[src/sv/hic_pkg.sv]
// Shared types and constants for the Hilbert index-to-coordinate converter.
// No dependencies.
package hic_pkg;

   localparam int MAX_ORDER = 16;
   localparam int ORDER_W   = 5;
   localparam int INDEX_W   = 32;
   localparam int COORD_W   = 17;
   localparam int LEVEL_W   = 5;

   typedef enum logic [1:0] {
      QUAD_SWAP    = 2'd0,
      QUAD_UP      = 2'd1,
      QUAD_DIAG    = 2'd2,
      QUAD_REFLECT = 2'd3
   } hic_quad_type;

   // one beat as it moves along the cell chain
   typedef struct packed {
      logic [INDEX_W-1:0]   idx;    // remaining index bits, lowest level in [1:0]
      logic [COORD_W-1:0]   x;
      logic [COORD_W-1:0]   y;
      logic [MAX_ORDER-1:0] h;      // sub-square side at this cell
      logic [LEVEL_W-1:0]   left;   // levels still to apply
      logic                 err;
   } hic_beat_type;

endpackage

[src/sv/hic_cell.sv]
// One level of the Hilbert conversion chain, with its own beat register.
// Depends on hic_pkg.
module hic_cell
   import hic_pkg::*;
(
   input  logic         clock,
   input  logic         reset,
   input  logic         up_valid,
   output logic         up_ready,
   input  hic_beat_type up_beat,
   output logic         dn_valid,
   input  logic         dn_ready,
   output hic_beat_type dn_beat
);

   logic         valid_ff;
   hic_beat_type beat_ff;
   hic_beat_type beat_in;
   hic_quad_type quad;
   logic [COORD_W-1:0] h_ext;
   logic [COORD_W-1:0] h_m1;

   assign quad  = hic_quad_type'(up_beat.idx[1:0]);
   assign h_ext = {{(COORD_W-MAX_ORDER){1'b0}}, up_beat.h};
   assign h_m1  = h_ext - COORD_W'(1);

   always_comb begin
      beat_in      = up_beat;
      beat_in.idx  = up_beat.idx >> 2;
      beat_in.h    = up_beat.h << 1;
      if (up_beat.left != '0) begin
         beat_in.left = up_beat.left - LEVEL_W'(1);
      end
      if (up_beat.left != '0 && !up_beat.err) begin
         unique case (quad)
            QUAD_SWAP: begin
               beat_in.x = up_beat.y;
               beat_in.y = up_beat.x;
            end
            QUAD_UP: begin
               beat_in.y = up_beat.y + h_ext;
            end
            QUAD_DIAG: begin
               beat_in.x = up_beat.x + h_ext;
               beat_in.y = up_beat.y + h_ext;
            end
            QUAD_REFLECT: begin
               beat_in.x = (h_m1 - up_beat.y) + h_ext;
               beat_in.y = h_m1 - up_beat.x;
            end
            default: begin
               beat_in.x = up_beat.x;
            end
         endcase
      end
   end

   assign up_ready = !valid_ff || dn_ready;
   assign dn_valid = valid_ff;
   assign dn_beat  = beat_ff;

   always_ff @(posedge clock) begin
      if (reset) begin
         valid_ff <= 1'b0;
      end else if (up_ready) begin
         valid_ff <= up_valid;
      end
   end

   always_ff @(posedge clock) begin
      if (up_ready && up_valid) begin
         beat_ff <= beat_in;
      end
   end

endmodule

[src/sv/hilbert_index_to_coordinate_top.sv]
// Top level of the Hilbert index-to-coordinate converter: range check and cell chain.
// Depends on hic_pkg and hic_cell.
//
// Converts a Hilbert curve index into an (x, y) cell for the order held in the
// curve_order register (1 to 16, reset 1; larger values act as 16, zero gives
// x = y = 1 with the error flag). A beat passes through a chain of sixteen
// cells, one curve level per cell, each with its own register. One beat is
// taken every cycle while the chain is not stalled; since every cell has its
// own register, a stalled result does not stop requests until the chain is full. An
// index at or beyond four to the order returns x = y = side with the flag set.
// Write curve_order only while no beats are in flight.
module hilbert_index_to_coordinate_top
   import hic_pkg::*;
(
   input  logic        clock,
   input  logic        reset,
   input  logic        req_tvalid,
   output logic        req_tready,
   input  logic [31:0] req_tdata,   // [31:0] curve_index
   output logic        rsp_tvalid,
   input  logic        rsp_tready,
   output logic [39:0] rsp_tdata,   // [16:0] x_coord, [33:17] y_coord, [39:34] zero
   output logic        rsp_tuser,   // [0] range_error
   input  logic        csr_valid,
   output logic        csr_ready,
   input  logic [4:0]  csr_wdata    // curve_order
);

   logic [ORDER_W-1:0] order_ff;
   logic [ORDER_W-1:0] order_eff;
   logic               in_range;
   hic_beat_type       entry;

   logic         valid_c [0:MAX_ORDER];
   logic         ready_c [0:MAX_ORDER];
   hic_beat_type beat_c  [0:MAX_ORDER];

   assign csr_ready = 1'b1;

   always_ff @(posedge clock) begin
      if (reset) begin
         order_ff <= ORDER_W'(1);
      end else if (csr_valid) begin
         order_ff <= csr_wdata;
      end
   end

   assign order_eff = (order_ff > ORDER_W'(MAX_ORDER)) ? ORDER_W'(MAX_ORDER) : order_ff;

   // an index bound exists only while 4^n fits below the index width
   always_comb begin
      in_range = 1'b1;
      if (order_eff < ORDER_W'(INDEX_W / 2)) begin
         in_range = (req_tdata >> {order_eff, 1'b0}) == '0;
      end
   end

   always_comb begin
      entry      = '0;
      entry.idx  = req_tdata;
      entry.h    = MAX_ORDER'(1);
      entry.left = LEVEL_W'(order_eff);
      if (order_eff == '0) begin
         entry.err = 1'b1;
         entry.x   = COORD_W'(1);
         entry.y   = COORD_W'(1);
      end else if (!in_range) begin
         entry.err = 1'b1;
         entry.x   = COORD_W'(1) << order_eff;
         entry.y   = COORD_W'(1) << order_eff;
      end
   end

   assign valid_c[0] = req_tvalid;
   assign beat_c[0]  = entry;
   assign req_tready = ready_c[0];

   for (genvar i = 0; i < MAX_ORDER; i++) begin : g_cell
      hic_cell u_cell (
         .clock    (clock),
         .reset    (reset),
         .up_valid (valid_c[i]),
         .up_ready (ready_c[i]),
         .up_beat  (beat_c[i]),
         .dn_valid (valid_c[i+1]),
         .dn_ready (ready_c[i+1]),
         .dn_beat  (beat_c[i+1])
      );
   end

   assign ready_c[MAX_ORDER] = rsp_tready;
   assign rsp_tvalid         = valid_c[MAX_ORDER];
   assign rsp_tdata          = {6'b0, beat_c[MAX_ORDER].y, beat_c[MAX_ORDER].x};
   assign rsp_tuser          = beat_c[MAX_ORDER].err;

`ifndef ASSERT_OFF
   a_reset_clears_out : assert property (@(posedge clock)
      reset |=> !rsp_tvalid)
      else $error("result valid straight after reset");

   a_err_square : assert property (@(posedge clock) disable iff (reset)
      rsp_tvalid && rsp_tuser |-> rsp_tdata[16:0] == rsp_tdata[33:17])
      else $error("error beat with unequal coordinates");

   a_in_side : assert property (@(posedge clock) disable iff (reset)
      rsp_tvalid && !rsp_tuser |->
         (rsp_tdata[16:0] >> order_eff) == '0 && (rsp_tdata[33:17] >> order_eff) == '0)
      else $error("coordinate outside the curve square");

   a_pad_zero : assert property (@(posedge clock) disable iff (reset)
      rsp_tvalid |-> rsp_tdata[39:34] == '0)
      else $error("padding bits set");
`endif

endmodule
[config.mk]
export PLATFORM = sky130hd
export DESIGN_NAME = hilbert_index_to_coordinate_top
export DESIGN_NICKNAME = d
export VERILOG_FILES = /design/src/sv/hic_pkg.sv /design/src/sv/hic_cell.sv /design/src/sv/hilbert_index_to_coordinate_top.sv
export SDC_FILE = /design/constraint.sdc
export NUM_CORES = 2
export LEC_CHECK = 0
export BUFFER_PORTS_ARGS = -buffer_cell sky130_fd_sc_hd__buf_4
export CORE_ASPECT_RATIO = 0.7
export CORE_MARGIN = 4
export CORE_UTILIZATION = 30
export DETAILED_ROUTE_END_ITERATION = 16
export GPL_TIMING_DRIVEN = 1
export SLEW_MARGIN = 40
export SYNTH_ARGS = -nofsm -noshare
export SYNTH_HDL_FRONTEND = slang
export SYNTH_SLANG_ARGS = --single-unit
[constraint.sdc]
create_clock -name clock -period 20.6 [get_ports clock]
set_input_delay 5.15 -clock clock [delete_from_list [all_inputs] [get_ports clock]]
set_output_delay 5.15 -clock clock [all_outputs]
set_load 0.005 [all_outputs]
==> impl_metrics.yaml <==
synthesis:
  synth.top_cell.area_share_pct: 51.59
  synthArstFlopShare_pct: 0
  synth_edf_count: 875
  synth_sequential_area_ratio_pct: 52.42
  netlist-cell-type-count: 90
  yosysTopAreaCell: "edfxtp_1"
  synth_cells: 5086
  ys.warnings.count: 0
  yosysMostFrequentCell: "edfxtp_1"
  syn_area_um2: 50930
  synthTopCellsByArea: "edfxtp_1 (52%), o21ai_0 (6.3%), nand2_1 (4.0%), ha_1 (4.0%), nor2_1 (3.3%)"
  ys_ff_latch: 896
  ys.flop_type: "edfxtp_1"
  avgSynthCellArea_um2: 10.01
  synth_common_cells: "edfxtp_1 (875), o21ai_0 (644), nand2_1 (547)"
floorplanning:
  core_um2: 168700
  die_w_um: 500.5
  pin_count: 86
  start_util_pct: 30.19
  num_rows: 126
  die_area_um2: 176500
  die_y_um: 352.7
worst_setup_path:
  path_class: "in -> out"
  worstReg2RegStart: "order_ff[0]"
  r2r_setup_slack_ns: 16.63
  path_max_fanout: 7
  path_cells: "buf_4 > nor2b_1 > and3_1 > and3_1 > nand2_1 > nor2_2 > nand4_1 > buf_4"
  max_stage_delay_ns: 0.46
  crit_arrival_ns: 7.58
  start_kind: "primary input"
  crit_path_top_delay_cell: "nor2_2"
  critPathRequiredTime_ns: 15.45
  r2r_end: "g_cell[0].u_cell.dn_beat[32]"
  rr_worst_depth: 10
  cp-end-kind: "output pin"
clocking:
  clock_latency_ns: 0.70
  cts_buffers: 84
  cts_sinks: 896
  clock_path_buffers: 3
  path_clk_slew_ns: 0.07
  cts_hold_buf: 0
  htreeDepth: 3
  cts_resized: 0
  cts_setup_buffers: 0
  clock-root-buffer: "clkbuf_16"
  cts_tree: "done"
route:
  vias: 38574
  wirelength_um: 131400
  drtIter0Drc: 4473
  first_pass_iters: 7
  wire_per_inst_um: 18.21
  vias_per_cell: 5.345
  drc: 0
  ant_nets: 0
place:
  hpwl_um: 94380
  numPortBuffers: 78
  gp_congestion: 0.8984
global_route:
  overflow: 0
  grtUsageTotal_pct: 14.32
  grt_start_max_net_pins: 67
  antenna_found_initial: 8
  grt_pass1_vias: 35420
  grt_pass1_wl_um: 206500
final_layout:
  area_growth_pct: 10.11
  fill_cells: 16833
  multi_input_area_um2: 21990
  drive_above_1_share_pct: 7.539
  register_area_um2: 26700
  finalNetCount: 5113
power:
  cellPowerDensity_nw_per_um2: 68.17
  power_mw: 3.823
  max-vdd-ir-drop_uv: 70.81
  leakage_nw: 19.33
timing:
  fmax_mhz: 78.58
  hold_violations: 0
  rsz0062_at_grt: "no"
  clock_skew_ns: 0.03169
  worst_slew_pin_slew_ns: 0.9285
  slew_headroom_pct: 37.62
  setup_tns_ns: 0
  final.min_clock_period_ns: 12.73
  drv_slew: 0
  setup_violations: 0
  post-route-period-util_pct: 61.77
hold_path:
  min-delay-start: "g_cell[4].u_cell.dn_beat[76]"
  holdPathStages: 0
  holdPathEnd: "g_cell[5].u_cell.dn_beat[74]"
  hold_path_class: "reg -> reg"
run:
  drv_cap: 0
run_status:
  status: "finished, final reports clean"
==> placed cells by master (no fill, tap or decap), types with 22 or more instances in the layout <==
| master | Yosys | layout |
|---|---|---|
| a21o_1 | 58 | 58 |
| a21oi_1 | 258 | 258 |
| a221oi_1 | 81 | 81 |
| a222oi_1 | 42 | 42 |
| a22o_1 | 37 | 37 |
| a22oi_1 | 32 | 32 |
| a31oi_1 | 31 | 29 |
| and3_1 | 34 | 34 |
| buf_4 | 46 | 126 |
| clkbuf_16 | 0 | 86 |
| edfxtp_1 | 875 | 875 |
| ha_1 | 163 | 156 |
| inv_1 | 195 | 195 |
| mux2i_1 | 146 | 146 |
| nand2_1 | 547 | 547 |
| nand2b_1 | 64 | 64 |
| nand3_1 | 100 | 100 |
| nand4_1 | 38 | 38 |
| nor2_1 | 451 | 446 |
| nor2b_1 | 43 | 35 |
| nor3_1 | 179 | 176 |
| nor4_1 | 22 | 22 |
| o211ai_1 | 26 | 26 |
| o21a_1 | 25 | 25 |
| o21ai_0 | 644 | 644 |
| o22ai_1 | 40 | 40 |
| or2_2 | 27 | 27 |
| or3_1 | 50 | 49 |
| xnor2_1 | 129 | 129 |
| xor2_1 | 39 | 39 |
==> power by group <==
group | leakage, nW | internal, mW | total, mW | switching (mW)
combinational | 9.81 | 0.0644 | 0.173 | 0.109
clock | 1.34 | 0.875 | 1.59 | 0.718
sequential | 8.18 | 2.02 | 2.06 | 0.0387
==> stage by stage <==
step,instance area [um^2],hold WS (ns),utilization [%],worst slack (ns),instances
floorplan,50960,0.4003,-,9.110,5093
detailed placement,53260,0.4045,31.57,7.572,7062
CTS,56020,0.4063,33.21,7.569,7214
global placement,53150,0.4015,31.51,7.617,7057
global route,56080,0.4168,33.24,7.694,7216
finish,56080,0.4086,33.24,7.875,7217
==> sequential cells by signal, indices dropped and copies added, names as in the netlist <==
register,flops
g_cell.u_cell.dn_valid,16
order_ff,5
g_cell.u_cell.dn_beat,875
==> critical path, delay by kind of cell <==
family | cells | cell delay (ns)
AND/OR/NAND/NOR | 6 | 2.09
buffers and inverters | 2 | 0.33
==> cell families (layout without fill, tap and decap cells) <==
kind of cell	after synthesis	count (layout)	synth area share, %
AO/OA/AOI/OAI	1446	1446	17.54
XOR/XNOR	168	168	2.889
adder cells (fa/ha/maj)	163	163	4.004
buffers and inverters	606	487	4.857
flip-flops	896	896	52.42
multiplexers	163	163	3.245
other	2	12	0.01475
AND/OR/NAND/NOR	1642	1642	15.04
==> how the worst max path moves through the flow <==
stage / from / endpoint / slack, ns / depth (start not counted)
6_report: rsp_tready / req_tready / 7.87 / 8
5_1_grt: rsp_tready / req_tready / 7.69 / 8
4_1_cts: rsp_tready / req_tready / 7.57 / 8
3_5_place_dp: rsp_tready / req_tready / 7.57 / 8
3_3_place_gp: rsp_tready / req_tready / 7.62 / 8
2_1_floorplan: rsp_tready / req_tready / 9.11 / 6
==> layout make-up <==
class | count | area share [%]
flip-flops and latches | 896 | 47.61
clock buffers | 99 | 3.925
well taps | 2240 | 4.998
diodes | 3 | 0.01339
repair buffers | 134 | 1.899
clock inverters | 53 | 1.006
inverters | 201 | 1.345
multi-input cells | 3591 | 39.21
==> routing by layer <==
layer,vias up,share of wire (%),GRT usage (%)
met1,18591,49,22.47
met4,2,1.7,3.027
li1,18325,-,-
met2,1501,42,20.27
met5,-,0.011,0
met3,155,7.8,2.569
(Power assumes the default switching activity.)
